===== config.mk =====
export PLATFORM = sky130hd
export DESIGN_NAME = dcar_lane
export DESIGN_NICKNAME = d
export VERILOG_FILES = /design/src/hw/rtl/dcar_pkg.sv /design/src/hw/rtl/dcar_lane.sv
export SDC_FILE = /design/constraint.sdc
export NUM_CORES = 1
export LEC_CHECK = 0
export ABC_AREA = 1
export BUFFER_PORTS_ARGS = -buffer_cell sky130_fd_sc_hd__buf_2
export CAP_MARGIN = 20
export CORE_ASPECT_RATIO = 0.75
export CORE_UTILIZATION = 66
export DETAILED_ROUTE_END_ITERATION = 12
export PLACE_DENSITY = 0.82
export SLEW_MARGIN = 20
export SYNTH_ARGS = -nofsm -noshare
export SYNTH_HDL_FRONTEND = slang
export SYNTH_SLANG_ARGS = --single-unit

===== constraint.sdc =====
create_clock -name clk -period 11.15 [get_ports clk]
set_input_delay 1.115 -clock clk [delete_from_list [all_inputs] [get_ports clk]]
set_output_delay 1.115 -clock clk [all_outputs]
set_load 0.02 [all_outputs]

===== src/hw/rtl/dcar_pkg.sv =====
// Shared types, constants and register map of the drift compensating audio resampler.
package dcar_pkg;

  localparam int FIFO_FRAMES_DEF = 32768;
  localparam int SAMPLE_W        = 16;
  localparam int PHASE_W         = 26;
  localparam int FILL_W          = 32;
  localparam int PADDR_W         = 5;
  localparam int PDATA_W         = 32;

  localparam logic [PHASE_W-1:0] ONE_Q24 = 26'h100_0000;
  localparam int ALPHA_Q24       = 167772;
  localparam int CORR_LIMIT_Q24  = 83886;

  localparam logic [15:0] MAX_QUEUED_RESET = 16'd24000;
  localparam logic [15:0] PRIME_RESET      = 16'd3840;
  localparam logic [15:0] TARGET_RESET     = 16'd2880;
  localparam logic [23:0] GAIN_RESET       = 24'd3817749;

  localparam logic [1:0] FUNC_PUSH  = 2'd0;
  localparam logic [1:0] FUNC_PULL  = 2'd1;
  localparam logic [1:0] FUNC_CLEAR = 2'd2;

  localparam logic [2:0] REG_ENABLE     = 3'd0;
  localparam logic [2:0] REG_MAX_QUEUED = 3'd1;
  localparam logic [2:0] REG_PRIME      = 3'd2;
  localparam logic [2:0] REG_TARGET     = 3'd3;
  localparam logic [2:0] REG_DRIFT_GAIN = 3'd4;

  typedef struct packed {
    logic [1:0]                 func;
    logic signed [SAMPLE_W-1:0] in_left;
    logic signed [SAMPLE_W-1:0] in_right;
    logic                       block_start;
    logic                       block_end;
  } item_t;

  typedef struct packed {
    logic signed [SAMPLE_W-1:0] out_left;
    logic signed [SAMPLE_W-1:0] out_right;
    logic                       audio_valid;
    logic                       underrun_flag;
    logic                       primed_flag;
  } result_t;

  typedef struct packed {
    logic        enable;
    logic [15:0] max_queued_frames;
    logic [15:0] prime_frames;
    logic [15:0] target_frames;
    logic [23:0] drift_gain;
  } cfg_t;

  typedef struct packed {
    logic [PHASE_W-1:0] phase;
    logic               audio_valid;
    logic               underrun_flag;
    logic               primed_flag;
  } pull_meta_t;

endpackage


===== src/hw/rtl/dcar_lane.sv =====
// One channel lane: linear interpolation between two frames, rounded and saturated.
module dcar_lane (
  input  logic                                 clk,
  input  logic                                 en1,
  input  logic                                 en2,
  input  logic signed [dcar_pkg::SAMPLE_W-1:0] a,
  input  logic signed [dcar_pkg::SAMPLE_W-1:0] b,
  input  logic [dcar_pkg::PHASE_W-1:0]         phase,
  output logic signed [dcar_pkg::SAMPLE_W-1:0] sample
);

  logic signed [16:0] delta;
  logic signed [43:0] prod;
  logic signed [15:0] a_q;
  logic signed [43:0] prod_q;
  logic signed [44:0] num;
  logic [44:0]        biased;
  logic signed [20:0] rounded;
  logic signed [15:0] sat;

  assign delta = 17'(b) - 17'(a);
  assign prod  = delta * $signed({1'b0, phase});

  always_ff @(posedge clk) begin
    if (en1) begin
      a_q    <= a;
      prod_q <= prod;
    end
  end

  always_comb begin
    num     = (45'(a_q) <<< 24) + 45'(prod_q);
    biased  = 45'(num) + 45'(24'h80_0000) - 45'(num[44]);
    rounded = $signed(biased[44:24]);
    if (rounded > 21'sd32767) begin
      sat = 16'sh7FFF;
    end else if (rounded < -21'sd32768) begin
      sat = 16'sh8000;
    end else begin
      sat = rounded[15:0];
    end
  end

  always_ff @(posedge clk) begin
    if (en2) begin
      sample <= sat;
    end
  end

endmodule


==> results of run 1 <==
==> registers in the layout, indices dropped and copies added, names as in the netlist <==
signal / cells
a_q: 16
prod_q: 44
sample: 16
==> cells by family after synthesis <==
logic type / count (synthesis)
XOR/XNOR: 75
adder cells (fa/ha/maj): 585
flip-flops: 76
buffers and inverters: 730
AO/OA/AOI/OAI: 275
AND/OR/NAND/NOR: 921
==> path summary, 6_finish.rpt <==
check / start / end / slack, ps
setup / recovery: a[0] / prod_q[41]$_DFFE_PP_ / 1620
hold / removal: a[14] / a_q[14]$_DFFE_PP_ / 940
hold reg to reg: prod_q[24]$_DFFE_PP_ / sample[0]$_SDFFCE_PN1P_ / 1030
setup reg to reg: a_q[0]$_DFFE_PP_ / sample[12]$_SDFFCE_PN1P_ / 5820
==> layer usage <==
layer / wire length (um) / GRT usage, % / vias up
met4: 2310 / 13.8 / 0
met1: 23500 / 50.8 / 8694
li1: - / - / 8102
met2: 25500 / 55.8 / 984
met5: 0 / 0 / -
met3: 7110 / 11.5 / 188
==> cell usage in the layout (no fill, tap or decap), types with 14 or more instances in the layout <==
cell type	n
sky130_fd_sc_hd__xnor2_1	25
sky130_fd_sc_hd__a21oi_1	144
sky130_fd_sc_hd__o21a_1	14
sky130_fd_sc_hd__buf_2	76
sky130_fd_sc_hd__nor3_1	22
sky130_fd_sc_hd__ha_1	224
sky130_fd_sc_hd__nor2_1	308
sky130_fd_sc_hd__fa_1	361
sky130_fd_sc_hd__inv_1	656
sky130_fd_sc_hd__nand3_1	50
sky130_fd_sc_hd__nand2_2	25
sky130_fd_sc_hd__o21ai_0	62
sky130_fd_sc_hd__edfxtp_1	76
sky130_fd_sc_hd__xor2_1	49
sky130_fd_sc_hd__nand2_1	470
==> area by class of cell <==
type | instances | area (sq um)
multi-input cells | 1856 | 16000
fillers | 2533 | 9270
inverters | 670 | 2510
flip-flops and latches | 76 | 2280
well taps | 406 | 508
repair buffers | 85 | 448
clock buffers | 11 | 233
clock inverters | 5 | 37.5
==> through the flow <==
stage | setup slack [ps] | utilization [%] | instance area (sq um) | cells
CTS | 1890 | 70.4 | 22100 | 3109
finish | 1620 | 70.4 | 22100 | 3109
global placement | 1690 | 69.5 | 21800 | 3093
global route | 1170 | 70.4 | 22100 | 3109
detailed placement | 1520 | 69.5 | 21800 | 3093
floorplan | 3050 | - | 21100 | 2662
==> worst reg2reg max path, cell delays in order, from the launching register on <==
cell	delay, ps
sky130_fd_sc_hd__edfxtp_1	360
sky130_fd_sc_hd__ha_1	210
sky130_fd_sc_hd__inv_1	70
sky130_fd_sc_hd__fa_1	440
sky130_fd_sc_hd__o21ai_4	240
sky130_fd_sc_hd__a21oi_1	140
sky130_fd_sc_hd__o21ai_0	430
sky130_fd_sc_hd__a21oi_1	210
sky130_fd_sc_hd__o31ai_1	320
sky130_fd_sc_hd__xnor2_1	290
sky130_fd_sc_hd__inv_1	90
sky130_fd_sc_hd__ha_1	460
sky130_fd_sc_hd__nand2_1	190
sky130_fd_sc_hd__nor2_1	180
sky130_fd_sc_hd__nand2_1	90
sky130_fd_sc_hd__nor3_1	250
sky130_fd_sc_hd__nand3_1	110
sky130_fd_sc_hd__nand2_1	150
sky130_fd_sc_hd__xor2_1	230
sky130_fd_sc_hd__nand3_1	100
sky130_fd_sc_hd__nor2_1	110
sky130_fd_sc_hd__nand3b_1	130
sky130_fd_sc_hd__nand2_4	230
sky130_fd_sc_hd__nand2_2	80
==> summary.md, run 1 <==
| Metric | Value |
|---|---|
| Commonest register cell after synthesis | sky130_fd_sc_hd__edfxtp_1 |
| Row count | 56 |
| Worst hold-check slack | 939 ps |
| Vias per std cell | 5.78 |
| Number of flops mapped to enable cells by yosys | 76 |
| Total clock buffers created by CTS | 9 |
| Netlist cell types | 45 |
| Mapped Nets | 3308 |
| Number of global-route vias before repair | 17900 |
| Leading post-synthesis cells by cell area | sky130_fd_sc_hd__fa_1 (34%), sky130_fd_sc_hd__ha_1 (13%), sky130_fd_sc_hd__inv_1 (12%) |
| Crit end category | register |
| Maximum level of the CTS H-tree | 3 |
| Final global-route overflow total | 0 |
| Required @ worst endpoint | 11270 ps |
| Category of the critical setup timing path | input pin to register |
| Die Footprint | 32700 sq um |
| Async set-reset flop share out of synthesis | 0% |
| Share of the synthesized netlist area taken by xor and xnor gates | 3.12% |
| Overall die width | 208 um |
| Depth of the worst register-to-register path | 23 |
| Worst hold path class | input pin to register |
| Count of state elements after synthesis | 76 |
| Post-synthesis compound-gate area fraction | 7.41% |
| Top cells by instance count after synthesis | sky130_fd_sc_hd__inv_1 (656), sky130_fd_sc_hd__nand2_1 (470), sky130_fd_sc_hd__fa_1 (361), sky130_fd_sc_hd__nor2_1 (308), sky130_fd_sc_hd__ha_1 (224) |
| Max Buffers Root-to-Sink | 2 |
| Combinational family with the most area after synthesis | adder cells |
| Number of setup buffers added after CTS | 0 |
| Global Route Usage Sum | 37.2% |
| Relative slew slack | 36.4% |
| Adder and majority cell fraction of the synthesized area | 47.6% |
| Number of instances in the synthesized netlist | 2662 |
| Final hold vios | 0 |
| Max-cap violations | 0 |
| Register clock-pin slew on the reported worst setup and hold paths | 60 ps |
| Crit-path leading delay family | adder cells |
| Count of input and output buffers | 76 |
| Quantity of hold-fixing buffers added after cts | 0 |
| Crit start category | input pin |
| Library cell contributing the largest single delay on the critical path | sky130_fd_sc_hd__nand2_1 |
| Post-cts gate resize count | 0 |
| Final critical-path share of the clock period | 85.5% |
| Final clock skew | 11.0 ps |
| Antenna violations before repair | 0 |
| Y dimension of the die | 157 um |
| Cell at the root of the clock tree | sky130_fd_sc_hd__clkbuf_16 |
| Leading cell type by number of instances after synthesis | sky130_fd_sc_hd__inv_1 |
| Remaining routing DRC violations | 0 |
| Core ar. | 31300 sq um |
| Average wire length per cell after detail routing | 18.8 um |
| Fraction of layout instances using a drive strength above 1 | 5.66% |
| Delay of the slowest cell on the worst path | 710 ps |
| WP buf/inv | 3 |
| Outcome | finished, final reports clean |
| Global-route wire length before repair | 92100 um |
| Dominant cell type by count on the critical path | sky130_fd_sc_hd__fa_1 |
| Vias after detailed routing | 18000 |
| Share of synthesized area occupied by flip-flops and latches | 10.8% |
| Max Clock Freq | 105 MHz |
| Number of instances on the worst hold path | 1 |
| Clock insertion delay at the later pin of the skew report | 370 ps |
| Post-route antenna net violation count | 0 |
| Worst-path fanout max | 16 |
| Data arrival time at the worst-slack endpoint | 9650 ps |
| Area share of the largest cell type after synthesis | 34.3% |
| Post-synthesis share of cell area spent on and, or, nand and nor gates | 17.9% |
| Largest net degree at the start of global routing | 61 |
| DRT iter0 DRCs | 1825 |
| Synthesized area divided by synthesized cell count | 7.92 sq um |
| Slew at the pin closest to its max-slew limit | 953 ps |
| Area delta synth->final | 4.62% |
| Antenna fix cells | 0 |
| Aggregate negative setup slack | 0 ps |
| Total setup violations reported at the end of the flow | 0 |
| Mux cell area share after synthesis | 0% |
| Fin. max-slew vios | 0 |
| Time the worst path needs with I/O delays and setup | 9530 ps |
| Initial cell density of the core | 67.3% |
| Total number of nets in the final design | 3344 |
| Router iterations before antenna repair | 7 |
| Top cell type by total area after synthesis | sky130_fd_sc_hd__fa_1 |
| Top-level port count | 77 |
| Unrepaired setup endpoints after global routing | no |
| Post-Syn Area | 21100 sq um |
| Total clock sinks | 76 |
| Total stage count of the critical path | 25 |
| Total wirelength of the detailed-routed design | 58500 um |
| Final weighted congestion in routability-driven placement | 1.04 |
| Count of synthesis-stage warnings from yosys | 0 |
| CTS tree | done |
| DPL Wire Length | 49600 um |
Power of run 1 is left out: the tool's default activity adds up to more than one toggle a clock period on the data nets, which glitch-free logic cannot reach.
==> run 2, diff against run 1 <==
- ABC_AREA: 1 -> 0
- SETUP_SLACK_MARGIN: unset -> 0.5
==> run 2 against run 1 <==
Effect of this change:
- critical path depth up 7
- synthesized area up 7.0%
- register-to-register slack worse by 750 ps
- first-iteration DRC count up 21%
- via count up 7.1%
- sequential share of layout area down 0.70 points
- wire length up 12%
- highest routed layer unchanged
- largest cell class unchanged
- global-route usage up 1.3 points
- flip-flop and latch count unchanged
- non-clock buffer count up 29
- worst setup slack worse by 530 ps
==> summary.md, run 2 <==
| Metric | Value |
|---|---|
| Top cell type by total area after synthesis | sky130_fd_sc_hd__fa_1 |
| Outcome | finished, final reports clean |
| Number of global-route vias before repair | 19300 (+8.0%) |
| Final critical-path share of the clock period | 90.3% (+4.8 points) |
| Vias per std cell | 6.29 (+8.8%) |
| Total number of nets in the final design | 3253 (-2.7%) |
| Synthesized area divided by synthesized cell count | 8.62 sq um (+8.9%) |
| Share of synthesized area occupied by flip-flops and latches | 10.1% (-0.70 points) |
| Remaining routing DRC violations | 0 (unchanged) |
| CTS tree | done |
| Fin. max-slew vios | 0 (unchanged) |
| Slew at the pin closest to its max-slew limit | 1090 ps (+140 ps) |
| Cell at the root of the clock tree | sky130_fd_sc_hd__clkbuf_16 |
| Global Route Usage Sum | 38.5% (+1.3 points) |
| Leading post-synthesis cells by cell area | sky130_fd_sc_hd__fa_1 (32%), sky130_fd_sc_hd__ha_1 (12%), sky130_fd_sc_hd__edfxtp_1 (10%) |
| Final weighted congestion in routability-driven placement | 1.01 (-2.2%) |
| Max-cap violations | 0 (unchanged) |
| Async set-reset flop share out of synthesis | 0% (unchanged) |
| Max Clock Freq | 99.3 MHz (-5.3%) |
| Crit end category | register |
| Y dimension of the die | 162 um (+3.4%) |
| Antenna violations before repair | 1 (+1) |
| Final-layout fill cell count | 2639 (+4.2%) |
| Post-Syn Area | 22500 sq um (+7.0%) |
| Die Footprint | 34900 sq um (+6.9%) |
| Clock insertion delay at the later pin of the skew report | 350 ps (-20 ps) |
| Overall die width | 215 um (+3.4%) |
| Time the worst path needs with I/O delays and setup | 10070 ps (+535 ps) |
| Relative slew slack | 26.2% (-10 points) |
| Depth of the worst register-to-register path | 19 (-17%) |
| Required @ worst endpoint | 11240 ps (-30 ps) |
| Start point of the worst hold path | a[3] |
| Register with the highest flop count | prod_q |
| Quantity of hold-fixing buffers added after cts | 0 (unchanged) |
| Area delta synth->final | 4.90% |
| Final global-route overflow total | 0 (unchanged) |
| Final setup slack of the worst path | 1080 ps (-535 ps) |
| Count of state elements after synthesis | 76 (unchanged) |
| Worst setup slack before clock tree synthesis | 304 ps (-1210 ps) |
| Top cells by instance count after synthesis | sky130_fd_sc_hd__inv_1 (534), sky130_fd_sc_hd__fa_1 (361), sky130_fd_sc_hd__nand2_1 (261), sky130_fd_sc_hd__ha_1 (224), sky130_fd_sc_hd__clkbuf_1 (116) |
| Post-layout utilization of the core | 70.4% (about the same) |
| Commonest non-fill, non-tap cells in the layout | sky130_fd_sc_hd__inv_1 (534), sky130_fd_sc_hd__fa_1 (361), sky130_fd_sc_hd__nand2_1 (261) |
| DPL Wire Length | 53100 um (+7.2%) |
| Registers with the most flip-flops | prod_q x44, a_q x16, sample x16 |
| Start of the worst register-to-register path | a_q[0]$_DFFE_PP_ |
| Slack of the worst reg-to-reg path | 5070 ps (-750 ps) |
| Maximum level of the CTS H-tree | 3 (unchanged) |
| Post-route antenna net violation count | 0 (unchanged) |
| Dominant cell type by count on the critical path | sky130_fd_sc_hd__fa_1 |
| Unrepaired setup endpoints after global routing | no |
| Area share of the largest cell type after synthesis | 32.1% (-2.2 points) |
| Final clock skew | 7.76 ps (-3.28 ps) |
| Largest net degree at the start of global routing | 71 (+16%) |
| Top-level port count | 77 (unchanged) |
| Max Buffers Root-to-Sink | 2 (unchanged) |
| Endpoint of the worst setup timing path | prod_q[42]$_DFFE_PP_ |
| Worst hold path class | input pin to register |
| Netlist cell types | 91 (+100%) |
| Antenna fix cells | 0 (unchanged) |
| Worst Setup SP | a[0] |
| Max FFs per register | 44 (unchanged) |
| Number of instances in the synthesized netlist | 2614 (-1.8%) |
| Fraction of layout instances using a drive strength above 1 | 6.93% (+1.3 points) |
| Row count | 58 (+3.6%) |
| Library cell contributing the largest single delay on the critical path | sky130_fd_sc_hd__or4_1 |
| Global-route wire length before repair | 104000 um (+13%) |
| Aggregate negative setup slack | 0 ps (unchanged) |
| Commonest register cell after synthesis | sky130_fd_sc_hd__edfxtp_1 |
| Total clock buffers created by CTS | 9 (unchanged) |
| Final hold vios | 0 (unchanged) |
| Crit start category | input pin |
| Router iterations before antenna repair | 6 (-1) |
| Vias after detailed routing | 19200 (+7.1%) |
| Delay of the slowest cell on the worst path | 730 ps (+20 ps) |
| Leading cell type by number of instances after synthesis | sky130_fd_sc_hd__inv_1 |
| DRT iter0 DRCs | 2210 (+21%) |
| Commonest non-fill, non-tap cell in the layout | sky130_fd_sc_hd__inv_1 |
| Data arrival time at the worst-slack endpoint | 10160 ps (+510 ps) |
| Initial cell density of the core | 67.1% (-0.21 points) |
| Number of flops mapped to enable cells by yosys | 76 (unchanged) |
| Register clock-pin slew on the reported worst setup and hold paths | 60 ps (about the same) |
| Count of synthesis-stage warnings from yosys | 0 (unchanged) |
| Total clock sinks | 76 (unchanged) |
| Core ar. | 33600 sq um (+7.3%) |
| Total setup violations reported at the end of the flow | 0 (unchanged) |
| Mapped Nets | 3260 (-1.5%) |
| Count of input and output buffers | 76 (unchanged) |
| Total wirelength of the detailed-routed design | 65700 um (+12%) |
| Worst-path fanout max | 10 (-6) |
| Category of the critical setup timing path | input pin to register |
| Worst reg2reg path endpoint | sample[3]$_SDFFCE_PN1P_ |
| Average wire length per cell after detail routing | 21.5 um (+14%) |
## run 2: cell count changes after synthesis, sizes merged, moves of 24 or more
| cell | delta |
|---|---|
| nor2b | +28 |
| nor3 | +34 |
| and3 | +29 |
| nand2 | -237 |
| inv | -124 |
| o311ai | +30 |
| nand3 | +24 |
| a21o | +59 |
| nor2 | -212 |
| and2 | +77 |
| a21oi | -42 |
| clkbuf | +59 |
## run 2: through the flow
| stage | hold WS, ps | cells | instance area (sq um) |
|---|---|---|---|
| floorplan | 858 | 2614 | 22500 |
| global placement | 1040 | 3044 | 23300 |
| detailed placement | 1040 | 3044 | 23300 |
| CTS | 958 | 3060 | 23600 |
| global route | 963 | 3062 | 23600 |
| finish | 964 | 3062 | 23600 |
## run 2: cell type report
class | instances | area, sq um | area share (%)
flip-flops and latches | 76 | 2280 | 9.65
well taps | 450 | 563 | 2.38
multi-input cells | 1872 | 17800 | 75.2
repair buffers | 114 | 691 | 2.92
clock inverters | 6 | 88.8 | 0.376
clock buffers | 10 | 229 | 0.968
inverters | 534 | 2000 | 8.48
## run 2: cell families after synthesis
kind of cell | after synthesis | synth area share, %
AND/OR/NAND/NOR | 734 | 16.3
buffers and inverters | 666 | 11.4
adder cells (fa/ha/maj) | 585 | 44.5
AO/OA/AOI/OAI | 478 | 14.7
flip-flops | 76 | 10.1
XOR/XNOR | 73 | 2.84
multiplexers | 2 | 0.0944
## run 2: worst min-delay path by stage
stage / end / slack, ps / cells after the start
6_report: a_q[3]$_DFFE_PP_ / 960 / 1
5_1_grt: a_q[15]$_DFFE_PP_ / 960 / 1
4_1_cts: a_q[3]$_DFFE_PP_ / 960 / 1
3_5_place_dp: sample[0]$_SDFFCE_PN1P_ / 1040 / 5
3_3_place_gp: sample[0]$_SDFFCE_PN1P_ / 1040 / 5
2_1_floorplan: sample[0]$_SDFFCE_PN1P_ / 860 / 4
## run 2: repair_timing
item / CTS / global route
gates resized for setup: 0 / 11
buffers inserted: 0 / 2
endpoints found under the setup margin: 0 / 13
hold endpoints to repair: 0 / 0
## run 2: worst max-delay path: cells and delay by family
kind,cells,cell delay [ps]
AOI/OAI and AO/OA,13,3340
xor gates and xnor gates,1,90
adders and majority gates,9,3770
buffers and inverters,3,200
and+or+nand+nor,6,1660
## run 2: routing by layer
metal  part of all wire, %  GRT usage (%)  up-vias  routed length (um)
met4                   2.8           10.8        0                1870
met2                    43           57.4     1145               28000
li1                      -              -     8548                   -
met5                     0              0        -                   0
met1                    41           55.2     9399               27200
met3                    13           10.7      153                8690
Power of run 2 is left out for the same reason.
==> run 3, diff against run 2 <==
- RECOVER_POWER: unset -> 25
==> run 3 against run 2 <==
Effect of this change:
- the flow now finishes with violations (capacitance limit, slew limit)
- flip-flop and latch count is the same
- utilization shrank 0.082 points
- critical path depth is the same
- fmax grew 0.16%
- non-clock buffer count is the same
- cell count is the same
- clock skew grew 1.7 ps
- via count grew 0.23%
- global-route usage is the same
- worst setup slack gained 16 ps
- final area shrank 0.12%
==> summary.md, run 3 (synthesis gave the netlist of run 2 again) <==
| Metric | Value |
|---|---|
| Violations in the final reports | capacitance limit, slew limit |
| Final clock skew | 9.49 ps (+1.73 ps) |
| Commonest non-fill, non-tap cell in the layout | sky130_fd_sc_hd__inv_1 |
| Commonest non-fill, non-tap cells in the layout | sky130_fd_sc_hd__inv_1 (534), sky130_fd_sc_hd__fa_1 (361), sky130_fd_sc_hd__nand2_1 (261) |
| Total clock sinks | 76 (unchanged) |
| Register with the highest flop count | prod_q |
| Quantity of hold-fixing buffers added after cts | 0 (unchanged) |
| Relative slew slack | -125% (-150 points) |
| Remaining routing DRC violations | 0 (unchanged) |
| Fin. max-slew vios | 88 (+88) |
| Max Clock Freq | 99.5 MHz (+0.16%) |
| Category of the critical setup timing path | input pin to register |
| Start of the worst register-to-register path | a_q[0]$_DFFE_PP_ |
| DRT iter0 DRCs | 2193 (-0.77%) |
| Total clock buffers created by CTS | 9 (unchanged) |
| Antenna fix cells | 0 (unchanged) |
| Cell at the root of the clock tree | sky130_fd_sc_hd__clkbuf_16 |
| Max Buffers Root-to-Sink | 2 (unchanged) |
| Post-route antenna net violation count | 0 (unchanged) |
| Area delta synth->final | 4.78% |
| Max-cap violations | 2 (+2) |
| Final critical-path share of the clock period | 90.2% (-0.14 points) |
| Worst reg2reg path endpoint | sample[3]$_SDFFCE_PN1P_ |
| Data arrival time at the worst-slack endpoint | 10150 ps (about the same) |
| Vias after detailed routing | 19300 (+0.23%) |
| DPL Wire Length | 53100 um (unchanged) |
| Final global-route overflow total | 0 (unchanged) |
| Final weighted congestion in routability-driven placement | 1.01 (unchanged) |
| Slew at the pin closest to its max-slew limit | 3370 ps (+2280 ps) |
| Number of global-route vias before repair | 19300 (unchanged) |
| Y dimension of the die | 162 um (unchanged) |
| Terminating pin of the worst hold path | a_q[3]$_DFFE_PP_ |
| Worst-path fanout max | 10 (unchanged) |
| Crit start category | input pin |
| Crit end category | register |
| Total setup violations reported at the end of the flow | 0 (unchanged) |
| Global-route wire length before repair | 104000 um (unchanged) |
| Average wire length per cell after detail routing | 21.5 um (about the same) |
| Count of input and output buffers | 76 (unchanged) |
| Core ar. | 33600 sq um (unchanged) |
| Required @ worst endpoint | 11240 ps (about the same) |
| Start point of the worst hold path | a[3] |
| Total number of nets in the final design | 3253 (unchanged) |
| Final hold vios | 0 (unchanged) |
| Global Route Usage Sum | 38.5% (unchanged) |
| Delay of the slowest cell on the worst path | 720 ps (about the same) |
| Time the worst path needs with I/O delays and setup | 10050 ps (-15.9 ps) |
| Outcome | finished, violations left |
| Initial cell density of the core | 67.1% (unchanged) |
| Row count | 58 (unchanged) |
| Dominant cell type by count on the critical path | sky130_fd_sc_hd__fa_1 |
| Aggregate negative setup slack | 0 ps (unchanged) |
| Router iterations before antenna repair | 6 (unchanged) |
| CTS tree | done |
| Slack of the worst reg-to-reg path | 4990 ps (-80 ps) |
| Vias per std cell | 6.30 (+0.23%) |
| Clock insertion delay at the later pin of the skew report | 350 ps (about the same) |
| Worst hold path class | input pin to register |
| Total wirelength of the detailed-routed design | 65700 um (about the same) |
| Library cell contributing the largest single delay on the critical path | sky130_fd_sc_hd__or4_1 |
| Die Footprint | 34900 sq um (unchanged) |
| Max FFs per register | 44 (unchanged) |
| Number of instances on the worst hold path | 1 (unchanged) |
| Antenna violations before repair | 1 (unchanged) |
| Top-level port count | 77 (unchanged) |
| Register clock-pin slew on the reported worst setup and hold paths | 60 ps (about the same) |
| Largest net degree at the start of global routing | 71 (unchanged) |
| Registers with the most flip-flops | prod_q x44, a_q x16, sample x16 |
| Overall die width | 215 um (unchanged) |
| Maximum level of the CTS H-tree | 3 (unchanged) |
| Unrepaired setup endpoints after global routing | no |
| Fraction of layout instances using a drive strength above 1 | 6.24% (-0.69 points) |
| Depth of the worst register-to-register path | 19 (unchanged) |
[run 3: changes by cell type in the layout (fill, tap and decap cells not counted), sizes merged]
cell and change:
clkbuf +18, buf -18
[run 3: through the flow]
| stage | setup slack, ps | utilization [%] | hold WS [ps] | instances | instance area [sq um] |
|---|---|---|---|---|---|
| 5_1_grt | 543 | 70.3 | 965 | 3062 | 23600 |
| 4_1_cts | 614 | 70.2 | 958 | 3060 | 23600 |
| 3_3_place_gp | 592 | 69.2 | 1040 | 3044 | 23300 |
| 3_5_place_dp | 304 | 69.3 | 1040 | 3044 | 23300 |
| 2_1_floorplan | 1690 | - | 858 | 2614 | 22500 |
| 6_report | 1100 | 70.3 | 964 | 3062 | 23600 |
[run 3: cell type report]
| type | count | area [sq um] |
|---|---|---|
| tap | 450 | 563 |
| timing repair buffer | 114 | 663 |
| inverter | 534 | 2000 |
| clock buffer | 10 | 229 |
| sequential | 76 | 2280 |
| clock inverter | 6 | 88.8 |
| multi-input combinational | 1872 | 17800 |
| fill | 2656 | 9980 |
[run 3: metal layers]
| layer | GRT usage [%] | vias to the layer above | share of wire (%) |
|---|---|---|---|
| li1 | - | 8555 | - |
| met1 | 55.2 | 9474 | 42 |
| met2 | 57.4 | 1105 | 43 |
| met3 | 10.7 | 156 | 13 |
| met4 | 10.8 | 0 | 2.8 |
| met5 | 0 | - | 0 |
[run 3: worst max path at each step]
| stage | startpoint | to |
|---|---|---|
| finish | a[0] | prod_q[42]$_DFFE_PP_ |
| CTS | a[0] | prod_q[42]$_DFFE_PP_ |
| global route | a[0] | prod_q[42]$_DFFE_PP_ |
| global placement | a[0] | prod_q[42]$_DFFE_PP_ |
| detailed placement | a[0] | prod_q[42]$_DFFE_PP_ |
| floorplan | b[0] | prod_q[42]$_DFFE_PP_ |
[run 3: critical path, delay by kind of cell]
| family | cells | cell delay [ps] |
|---|---|---|
| fa+ha+maj | 9 | 3780 |
| simple gates | 6 | 1640 |
| buf+inv | 3 | 180 |
| xor+xnor | 1 | 90 |
| compound gates | 13 | 3340 |
[run 3: repair_timing]
action                                  4_1_cts  5_1_grt
endpoints found under the setup margin        0       13
setup buffers                                 0        2
resized for setup                             0       11
Power of run 3 is left out for the same reason.
